## config.mk

```make
export PLATFORM = sky130hd
export DESIGN_NAME = two_pixel_charge_interpolation
export DESIGN_NICKNAME = d
export VERILOG_FILES = /design/src/sv/tcpi_pkg.sv /design/src/sv/two_pixel_charge_interpolation.sv /design/src/sv/tcpi_div.sv
export SDC_FILE = /design/constraint.sdc
export NUM_CORES = 2
export LEC_CHECK = 0
export ABC_CLOCK_PERIOD_IN_PS = 12500
export BUFFER_PORTS_ARGS = -buffer_cell sky130_fd_sc_hd__buf_2
export CAP_MARGIN = 20
export CORE_MARGIN = 2
export CORE_UTILIZATION = 44
export CTS_CLUSTER_SIZE = 25
export DETAILED_ROUTE_END_ITERATION = 12
export HOLD_SLACK_MARGIN = 0.15
export PLACE_DENSITY_LB_ADDON = 0.1
export SYNTH_ARGS = -nofsm -noshare
export SYNTH_HDL_FRONTEND = slang
export SYNTH_SLANG_ARGS = --single-unit
```

## constraint.sdc

```tcl
create_clock -name i_clk -period 12.5 [get_ports i_clk]
set_input_delay 1.25 -clock i_clk [delete_from_list [all_inputs] [get_ports i_clk]]
set_output_delay 1.25 -clock i_clk [all_outputs]
set_load 0.02 [all_outputs]
```

## src/sv/tcpi_pkg.sv

```systemverilog
`timescale 1ns / 1ps
// ----------------------------------------------------------------------------
// Two-pixel charge interpolation package
// Shared constants and the event status code type.
// ----------------------------------------------------------------------------
package tcpi_pkg;

    localparam int PITCH_BITS  = 8;
    localparam int ETA_BITS    = 16;
    localparam int FRAC_BITS   = 8;
    localparam int STATUS_BITS = 2;

    localparam logic [PITCH_BITS-1:0] PITCH_RESET = 8'd50;

    typedef enum logic [STATUS_BITS-1:0] {
        ST_TWO_PIXEL = 2'd0,
        ST_SINGLE    = 2'd1,
        ST_EMPTY     = 2'd2
    } t_status;

endpackage

```

## src/sv/two_pixel_charge_interpolation.sv

```systemverilog
`timescale 1ns / 1ps
// ----------------------------------------------------------------------------
// Two-pixel charge interpolation
// Keeps the two highest-charge hits of an event and, on the last hit, emits
// the charge-weighted position, the eta ratio and the cluster status.
//
// Hits arrive on a valid/ready channel (i_hit_*, o_hit_ready). A hit that is
// not the last of its event only updates the running top-two state. The last
// hit starts the event evaluation, during which o_hit_ready is low. An empty
// event is resolved in S_EVAL and a single-hit event in S_CEN_T.
// A two-pixel event runs two divisions on one shared restoring divider of
// CHARGE_BITS+COLUMN_BITS+17 bits, one quotient bit per cycle.
// The result is held on the o_* outputs with o_res_valid until the receiver
// takes it with i_res_ready; a stalled receiver holds the block, and the next
// hit is accepted in the cycle after the result transfer.
// The pitch register is written on the i_cfg_* channel, which is always
// ready; it should be written only while the block is idle.
// Reset sets the pitch to 50 um and clears the running top-two state.
// ----------------------------------------------------------------------------
module two_pixel_charge_interpolation #(
    parameter int COLUMN_BITS = 10,
    parameter int CHARGE_BITS = 16
) (
    input  logic                                i_clk,
    input  logic                                i_rst_n,
    input  logic                                i_cfg_valid,
    output logic                                o_cfg_ready,
    input  logic [tcpi_pkg::PITCH_BITS-1:0]     i_cfg_data,
    input  logic                                i_hit_valid,
    output logic                                o_hit_ready,
    input  logic [COLUMN_BITS-1:0]              i_hit_col,
    input  logic [CHARGE_BITS-1:0]              i_hit_charge,
    input  logic                                i_last_hit,
    output logic                                o_res_valid,
    input  logic                                i_res_ready,
    output logic [COLUMN_BITS+15:0]             o_reco_pos,
    output logic [tcpi_pkg::ETA_BITS-1:0]       o_eta_value,
    output logic [COLUMN_BITS-1:0]              o_top_col,
    output logic [COLUMN_BITS-1:0]              o_second_col,
    output logic [tcpi_pkg::STATUS_BITS-1:0]    o_event_status
);
    import tcpi_pkg::*;

    localparam int CW     = COLUMN_BITS;
    localparam int QW     = CHARGE_BITS;
    localparam int RECO_W = CW + 16;
    localparam int CP_W   = CW + PITCH_BITS;
    localparam int PROD_W = QW + RECO_W;
    localparam int ACC_W  = PROD_W + 1;
    localparam int SUM_W  = QW + 1;

    typedef enum logic [3:0] {
        S_IDLE,
        S_EVAL,
        S_CEN_T,
        S_CEN_S,
        S_MUL_T,
        S_MUL_S,
        S_DIV_R,
        S_WAIT_R,
        S_DIV_E,
        S_WAIT_E,
        S_OUT
    } t_state;

    t_state                r_state;
    logic [PITCH_BITS-1:0] r_pitch;
    logic [QW-1:0]         r_top_q;
    logic [CW-1:0]         r_top_c;
    logic [QW-1:0]         r_sec_q;
    logic [CW-1:0]         r_sec_c;
    logic [RECO_W-1:0]     r_cen_t;
    logic [RECO_W-1:0]     r_cen_s;
    logic [ACC_W-1:0]      r_acc;
    logic [RECO_W-1:0]     r_reco;
    logic [SUM_W-1:0]      r_sum;

    logic [RECO_W-1:0]     r_out_reco;
    logic [ETA_BITS-1:0]   r_out_eta;
    logic [CW-1:0]         r_out_top;
    logic [CW-1:0]         r_out_sec;
    t_status               r_out_status;

    logic [QW-1:0]         n_top_q;
    logic [CW-1:0]         n_top_c;
    logic [QW-1:0]         n_sec_q;
    logic [CW-1:0]         n_sec_c;

    logic [CW-1:0]         cen_col;
    logic [CP_W-1:0]       cen_cp;
    logic [RECO_W-1:0]     cen_val;
    logic [QW-1:0]         mul_a;
    logic [RECO_W-1:0]     mul_b;
    logic [PROD_W-1:0]     mul_p;
    logic [QW-1:0]         right_q;

    logic                  div_start;
    logic [ACC_W-1:0]      div_num;
    logic                  div_done;
    logic [ACC_W-1:0]      div_quot;

    always_comb begin
        n_top_q = r_top_q;
        n_top_c = r_top_c;
        n_sec_q = r_sec_q;
        n_sec_c = r_sec_c;
        if (i_hit_charge > r_top_q) begin
            n_top_q = i_hit_charge;
            n_top_c = i_hit_col;
            n_sec_q = r_top_q;
            n_sec_c = r_top_c;
        end else if (i_hit_charge > r_sec_q) begin
            n_sec_q = i_hit_charge;
            n_sec_c = i_hit_col;
        end
    end

    always_comb begin
        cen_col = (r_state == S_CEN_S) ? r_sec_c : r_top_c;
        cen_cp  = CP_W'(cen_col) * CP_W'(r_pitch);
        cen_val = {cen_cp, 8'b0} + RECO_W'({r_pitch, 7'b0});
        mul_a   = (r_state == S_MUL_S) ? r_sec_q : r_top_q;
        mul_b   = (r_state == S_MUL_S) ? r_cen_s : r_cen_t;
        mul_p   = PROD_W'(mul_a) * PROD_W'(mul_b);
        right_q = (r_sec_c > r_top_c) ? r_sec_q : r_top_q;
    end

    assign div_start = (r_state == S_DIV_R) || (r_state == S_DIV_E);
    assign div_num   = (r_state == S_DIV_E) ? ACC_W'({right_q, 16'b0}) : r_acc;

    tcpi_div #(
        .NUM_W (ACC_W),
        .DEN_W (SUM_W)
    ) u_div (
        .i_clk   (i_clk),
        .i_rst_n (i_rst_n),
        .i_start (div_start),
        .i_num   (div_num),
        .i_den   (r_sum),
        .o_done  (div_done),
        .o_quot  (div_quot)
    );

    always_ff @(posedge i_clk) begin
        if (!i_rst_n) begin
            r_state <= S_IDLE;
            r_pitch <= PITCH_RESET;
            r_top_q <= '0;
            r_top_c <= '0;
            r_sec_q <= '0;
            r_sec_c <= '0;
        end else begin
            if (i_cfg_valid) begin
                r_pitch <= i_cfg_data;
            end
            unique case (r_state)
                S_IDLE: begin
                    if (i_hit_valid) begin
                        r_top_q <= n_top_q;
                        r_top_c <= n_top_c;
                        r_sec_q <= n_sec_q;
                        r_sec_c <= n_sec_c;
                        if (i_last_hit) begin
                            r_state <= S_EVAL;
                        end
                    end
                end
                S_EVAL: begin
                    r_sum <= SUM_W'(r_top_q) + SUM_W'(r_sec_q);
                    if (r_top_q == '0) begin
                        r_out_reco   <= '0;
                        r_out_eta    <= '0;
                        r_out_top    <= '0;
                        r_out_sec    <= '0;
                        r_out_status <= ST_EMPTY;
                        r_top_c      <= '0;
                        r_sec_c      <= '0;
                        r_state      <= S_OUT;
                    end else begin
                        r_state <= S_CEN_T;
                    end
                end
                S_CEN_T: begin
                    r_cen_t <= cen_val;
                    if (r_sec_q == '0) begin
                        r_out_reco   <= cen_val;
                        r_out_eta    <= '0;
                        r_out_top    <= r_top_c;
                        r_out_sec    <= '0;
                        r_out_status <= ST_SINGLE;
                        r_top_q      <= '0;
                        r_top_c      <= '0;
                        r_sec_c      <= '0;
                        r_state      <= S_OUT;
                    end else begin
                        r_state <= S_CEN_S;
                    end
                end
                S_CEN_S: begin
                    r_cen_s <= cen_val;
                    r_state <= S_MUL_T;
                end
                S_MUL_T: begin
                    r_acc   <= ACC_W'(mul_p);
                    r_state <= S_MUL_S;
                end
                S_MUL_S: begin
                    r_acc   <= r_acc + ACC_W'(mul_p);
                    r_state <= S_DIV_R;
                end
                S_DIV_R: begin
                    r_state <= S_WAIT_R;
                end
                S_WAIT_R: begin
                    if (div_done) begin
                        r_reco  <= div_quot[RECO_W-1:0];
                        r_state <= S_DIV_E;
                    end
                end
                S_DIV_E: begin
                    r_state <= S_WAIT_E;
                end
                S_WAIT_E: begin
                    if (div_done) begin
                        r_out_reco   <= r_reco;
                        r_out_eta    <= div_quot[ETA_BITS-1:0];
                        r_out_top    <= r_top_c;
                        r_out_sec    <= r_sec_c;
                        r_out_status <= ST_TWO_PIXEL;
                        r_top_q      <= '0;
                        r_top_c      <= '0;
                        r_sec_q      <= '0;
                        r_sec_c      <= '0;
                        r_state      <= S_OUT;
                    end
                end
                S_OUT: begin
                    if (i_res_ready) begin
                        r_state <= S_IDLE;
                    end
                end
                default: begin
                    r_state <= S_IDLE;
                end
            endcase
        end
    end

    assign o_cfg_ready    = 1'b1;
    assign o_hit_ready    = (r_state == S_IDLE);
    assign o_res_valid    = (r_state == S_OUT);
    assign o_reco_pos     = r_out_reco;
    assign o_eta_value    = r_out_eta;
    assign o_top_col      = r_out_top;
    assign o_second_col   = r_out_sec;
    assign o_event_status = r_out_status;

endmodule

```

## src/sv/tcpi_div.sv

```systemverilog
`timescale 1ns / 1ps
// ----------------------------------------------------------------------------
// Two-pixel charge interpolation divider
// Restoring unsigned divider that resolves one quotient bit per cycle.
// ----------------------------------------------------------------------------
module tcpi_div #(
    parameter int NUM_W = 43,
    parameter int DEN_W = 17
) (
    input  logic             i_clk,
    input  logic             i_rst_n,
    input  logic             i_start,
    input  logic [NUM_W-1:0] i_num,
    input  logic [DEN_W-1:0] i_den,
    output logic             o_done,
    output logic [NUM_W-1:0] o_quot
);
    localparam int CNT_W = $clog2(NUM_W + 1);

    logic             r_busy;
    logic             r_done;
    logic [CNT_W-1:0] r_cnt;
    logic [DEN_W-1:0] r_rem;
    logic [NUM_W-1:0] r_quot;
    logic [DEN_W-1:0] r_den;

    logic [DEN_W:0]   trial;
    logic [DEN_W:0]   diff;
    logic             ge;
    logic [DEN_W-1:0] n_rem;

    always_comb begin
        trial = {r_rem, r_quot[NUM_W-1]};
        diff  = trial - {1'b0, r_den};
        ge    = (trial >= {1'b0, r_den});
        n_rem = ge ? diff[DEN_W-1:0] : trial[DEN_W-1:0];
    end

    always_ff @(posedge i_clk) begin
        if (!i_rst_n) begin
            r_busy <= 1'b0;
            r_done <= 1'b0;
            r_cnt  <= '0;
        end else begin
            r_done <= 1'b0;
            if (i_start) begin
                r_busy <= 1'b1;
                r_cnt  <= '0;
                r_rem  <= '0;
                r_quot <= i_num;
                r_den  <= i_den;
            end else if (r_busy) begin
                r_rem  <= n_rem;
                r_quot <= {r_quot[NUM_W-2:0], ge};
                r_cnt  <= r_cnt + 1'b1;
                if (r_cnt == CNT_W'(NUM_W - 1)) begin
                    r_busy <= 1'b0;
                    r_done <= 1'b1;
                end
            end
        end
    end

    assign o_done = r_done;
    assign o_quot = r_quot;

endmodule

```

==> flow_results.xml <==
<?xml version="1.0" encoding="UTF-8"?>
<metrics>
  <group name="clock_network">
    <metric name="clkSlewWorstSetupHoldPaths" unit="ns">0.06</metric>
    <metric name="postCtsHoldBufs" unit="">0</metric>
    <metric name="tritoncts" unit="">done</metric>
    <metric name="post_cts.repair.setup_buffers" unit="">0</metric>
    <metric name="cts_h_tree_lvls" unit="">2</metric>
    <metric name="cts_sinks" unit="">330</metric>
    <metric name="later_pin_clock_latency_in_the_skew_report" unit="ns">0.57</metric>
    <metric name="cts_inserted_buffers" unit="">40</metric>
    <metric name="ctsRootBufferMaster" unit="">sky130_fd_sc_hd__clkbuf_16</metric>
    <metric name="clock_path_buffers" unit="">3</metric>
    <metric name="post_cts_resized" unit="">0</metric>
  </group>
  <group name="sta">
    <metric name="setup-tns-final" unit="ns">0</metric>
    <metric name="timing.final.setup_violations" unit="">0</metric>
    <metric name="worst_slack" unit="ns">2.162</metric>
    <metric name="hold_violations" unit="">0</metric>
    <metric name="slew_viol_final" unit="">0</metric>
    <metric name="slew-limit-headroom" unit="">0.1772</metric>
    <metric name="timing.clock.skew" unit="ns">0.02518</metric>
    <metric name="worst_max_slew_pin_slew" unit="ns">1.200</metric>
    <metric name="fin_crit_sh" unit="">0.8270</metric>
    <metric name="hold_ws" unit="ns">0.4066</metric>
    <metric name="finalCriticalPeriod" unit="ns">10.34</metric>
    <metric name="timing.fmax" unit="MHz">96.73</metric>
    <metric name="rsz_0062_raised_after_global_routing" unit="">no</metric>
  </group>
  <group name="yosys">
    <metric name="async_flop_share" unit="">0</metric>
    <metric name="synth.avg_cell_area" unit="sq um">9.377</metric>
    <metric name="synth.area.mux_share" unit="">0.01734</metric>
    <metric name="yosys.area_share.simple" unit="">0.1648</metric>
    <metric name="post_synth_fa_ha_maj_area_fraction" unit="">0.2974</metric>
    <metric name="synthDistinctLibCells" unit="">85</metric>
    <metric name="syn-num-nets" unit="">3866</metric>
    <metric name="post_synth_instance_area" unit="sq mm">0.03066</metric>
    <metric name="yosys.area.top_type_share" unit="">0.2527</metric>
    <metric name="postSynth.topFlopCell" unit="">sky130_fd_sc_hd__edfxtp_1</metric>
    <metric name="synth_top_family_by_area" unit="">adder cells</metric>
    <metric name="netlist.top_cell.by_area" unit="">sky130_fd_sc_hd__edfxtp_1</metric>
    <metric name="synth_enable_flop_cells" unit="">258</metric>
    <metric name="post_synth_inst_count" unit="">3270</metric>
    <metric name="synthXorXnorAreaFrac" unit="">0.03167</metric>
    <metric name="yosys_register_bits" unit="">330</metric>
    <metric name="synth.yosys.seq_area_share" unit="">0.2997</metric>
    <metric name="synth_warnings" unit="">0</metric>
    <metric name="synth.area.top_cells" unit="">sky130_fd_sc_hd__edfxtp_1 (25%), sky130_fd_sc_hd__fa_1 (19%), sky130_fd_sc_hd__ha_1 (11%)</metric>
    <metric name="synth_compound_area_frac" unit="">0.1226</metric>
  </group>
  <group name="pwr">
    <metric name="seqPwrFrac" unit="">0.196</metric>
    <metric name="switching_power" unit="mW">3.456</metric>
    <metric name="combinationalPowerShare" unit="">0.639</metric>
    <metric name="power_switching_share" unit="">0.4707</metric>
    <metric name="cellPowerDensity" unit="mW/mm^2">217.9</metric>
    <metric name="pwr-share-clk" unit="">0.165</metric>
    <metric name="ir_worst_vdd" unit="mV">0.1948</metric>
    <metric name="p_int" unit="mW">3.885</metric>
    <metric name="total_leakage_power" unit="nW">15.11</metric>
  </group>
  <group name="setup_path">
    <metric name="critical-path-top-delay-family" unit="">adder cells</metric>
    <metric name="start_to_end_type_of_the_worst_setup_path" unit="">reg -&gt; reg</metric>
    <metric name="critical_path_buf_inv_count" unit="">4</metric>
    <metric name="critical_path_required" unit="ns">12.83</metric>
    <metric name="timing.critical_path.mode_cell" unit="">sky130_fd_sc_hd__fa_1</metric>
    <metric name="worst_path_max_stage_delay" unit="ns">0.68</metric>
    <metric name="worstSetupEndpointType" unit="">flop</metric>
    <metric name="arrival_time_worst_endpoint" unit="ns">10.67</metric>
    <metric name="critical_path.startpoint_type" unit="">flop</metric>
    <metric name="timing.critical_path.slowest_stage_cell" unit="">sky130_fd_sc_hd__buf_4</metric>
    <metric name="worst-path-max-fanout" unit="">65</metric>
  </group>
  <group name="floorplan">
    <metric name="floorplan.die.height" unit="um">268.0</metric>
    <metric name="rows" unit="">96</metric>
    <metric name="floorplan.initialDensity" unit="">0.4455</metric>
    <metric name="dieWidth" unit="um">268.0</metric>
    <metric name="design.portCount" unit="">107</metric>
    <metric name="die_area" unit="sq mm">0.07181</metric>
    <metric name="coreArea" unit="sq mm">0.06883</metric>
  </group>
  <group name="placed_design">
    <metric name="post_placement_worst_setup_slack" unit="ns">2.202</metric>
    <metric name="detailedPlacementHpwl" unit="um">71130</metric>
    <metric name="placed_cell_area" unit="sq mm">0.03235</metric>
    <metric name="port_buffers" unit="">105</metric>
    <metric name="place.gp.congestion" unit="">0.9235</metric>
    <metric name="place.detailed.instances" unit="">4242</metric>
  </group>
  <group name="run">
    <metric name="drv_cap" unit="">0</metric>
  </group>
  <group name="global_route">
    <metric name="gr-usage-met3" unit="">0.05205</metric>
    <metric name="grt_pass1_wl" unit="um">144000</metric>
    <metric name="grt_antenna_before_repair" unit="">2</metric>
    <metric name="first_global_vias" unit="">24439</metric>
    <metric name="global_route.usage.met2" unit="">0.4073</metric>
    <metric name="globalRouteOverflowTotal" unit="">0</metric>
    <metric name="grt.total_usage" unit="">0.2620</metric>
    <metric name="grt_most_used_layer" unit="">met2</metric>
    <metric name="use_met1" unit="">0.3741</metric>
    <metric name="pin_count_of_the_biggest_net_entering_global_routing" unit="">66</metric>
  </group>
  <group name="routing">
    <metric name="routed_wire_per_std_cell" unit="um">21.28</metric>
    <metric name="dr_vias" unit="">23995</metric>
    <metric name="drcViolationCount" unit="">0</metric>
    <metric name="remaining_number_of_nets_flagged_by_the_antenna_check_after_routing" unit="">0</metric>
    <metric name="drtIter0Drc" unit="">1979</metric>
    <metric name="wl" unit="um">91800</metric>
    <metric name="drtPass1Iterations" unit="">6</metric>
    <metric name="viasPerCell" unit="">5.563</metric>
  </group>
  <group name="final_layout">
    <metric name="mostFrequentLayoutCell" unit="">sky130_fd_sc_hd__nand2_1</metric>
    <metric name="post-route-cell-area" unit="sq mm">0.03369</metric>
    <metric name="mostFrequentLayoutCells" unit="">sky130_fd_sc_hd__nand2_1 (454), sky130_fd_sc_hd__inv_1 (426), sky130_fd_sc_hd__nor2_1 (288), sky130_fd_sc_hd__fa_1 (288), sky130_fd_sc_hd__ha_1 (268)</metric>
    <metric name="final_cell_count_no_fill" unit="">4313</metric>
    <metric name="share_of_post_route_cells_with_drive_strength_above_1" unit="">0.08104</metric>
    <metric name="final_nets" unit="">3951</metric>
    <metric name="area_delta_synth_final" unit="%">9.887</metric>
  </group>
  <group name="worst_hold_path">
    <metric name="hold_class" unit="">reg -&gt; reg</metric>
  </group>
  <group name="outcome">
    <metric name="status" unit="">finished clean</metric>
  </group>
</metrics>
## cell usage after synthesis (30+ instances only)
library cell,instances
sky130_fd_sc_hd__a21o_1,71
sky130_fd_sc_hd__a21oi_1,181
sky130_fd_sc_hd__a31oi_1,30
sky130_fd_sc_hd__and2_1,74
sky130_fd_sc_hd__and3_1,32
sky130_fd_sc_hd__clkbuf_1,99
sky130_fd_sc_hd__dfxtp_1,72
sky130_fd_sc_hd__edfxtp_1,258
sky130_fd_sc_hd__fa_1,288
sky130_fd_sc_hd__ha_1,268
sky130_fd_sc_hd__inv_1,426
sky130_fd_sc_hd__mux2i_1,43
sky130_fd_sc_hd__nand2_1,455
sky130_fd_sc_hd__nand2b_1,44
sky130_fd_sc_hd__nand3_1,72
sky130_fd_sc_hd__nor2_1,293
sky130_fd_sc_hd__nor2b_1,32
sky130_fd_sc_hd__o21ai_0,89
sky130_fd_sc_hd__xnor2_1,66
sky130_fd_sc_hd__xor2_1,43
## path summary, 6_finish.rpt
kind	start	endpoint	slack [ns]	cells past startpoint
worst max-delay path	r_state[3]$_SDFFE_PN0P_	r_acc[39]$_DFFE_PP_	2.16	33
worst min-delay path	r_sum[0]$_DFFE_PP_	u_div.r_den[0]$_DFFE_PP_	0.41	0
worst max register to register	r_state[3]$_SDFFE_PN0P_	r_acc[39]$_DFFE_PP_	2.16	33
worst min register to register	r_sum[0]$_DFFE_PP_	u_div.r_den[0]$_DFFE_PP_	0.41	0
## power by group through the flow
stage / Clock (mW) / Sequential, mW / Combinational (mW)
floorplan: 0 / 1.43 / 3.42
global placement: 0 / 1.46 / 4.55
detailed placement: 0 / 1.46 / 4.61
CTS: 1.23 / 1.44 / 4.66
global route: 1.27 / 1.44 / 5.26
finish: 1.21 / 1.44 / 4.69
## area by class of cell
cell class	instances	area [sq um]
Fill cell	6538	35130
Clock inverter	18	227.7
Tap cell	931	1165
Sequential cell	330	9189
Timing Repair Buffer	153	887.1
Inverter	427	1603
Clock buffer	50	1101
Multi-Input combinational cell	2403	19520
Antenna cell	1	2.502
## layer usage
layer  wire, um  share of wire  vias up
li1           -              -    11158
met1      41940           0.46    11966
met2      40880           0.45      754
met3       6716          0.073      115
met4       2173          0.024        2
met5         86        0.00094        -
## kinds of logic (layout without fill, tap and decap cells)
logic type / after synthesis / count (layout)
flops: 330 / 330
simple gates: 1112 / 1112
other cells: 1 / 2
buf+inv: 537 / 648
xor+xnor: 110 / 110
compound gates: 572 / 572
fa+ha+maj: 556 / 556
mux: 52 / 52
## sequential cells by signal, summed over array words and instances (netlist names), 10 cells and up
register      cells
r_top_c          10
o_second_col     10
r_reco           26
u_div.r_rem      17
r_cen_s          19
r_sec_c          10
u_div.r_den      17
r_acc            36
o_top_col        10
r_cen_t          19
o_eta_value      16
r_sum            17
o_reco_pos       26
r_top_q          16
r_sec_q          16
u_div.o_quot     43
## per-stage QoR
| stage | utilization | power, mW |
|---|---|---|
| after global routing | 0.4895 | 7.973 |
| after CTS | 0.4893 | 7.335 |
| after global placement | 0.4699 | 6.007 |
| after detailed placement | 0.4700 | 6.064 |
| final | 0.4895 | 7.341 |
| after floorplan | - | 4.857 |
(Power assumes the default switching activity.)
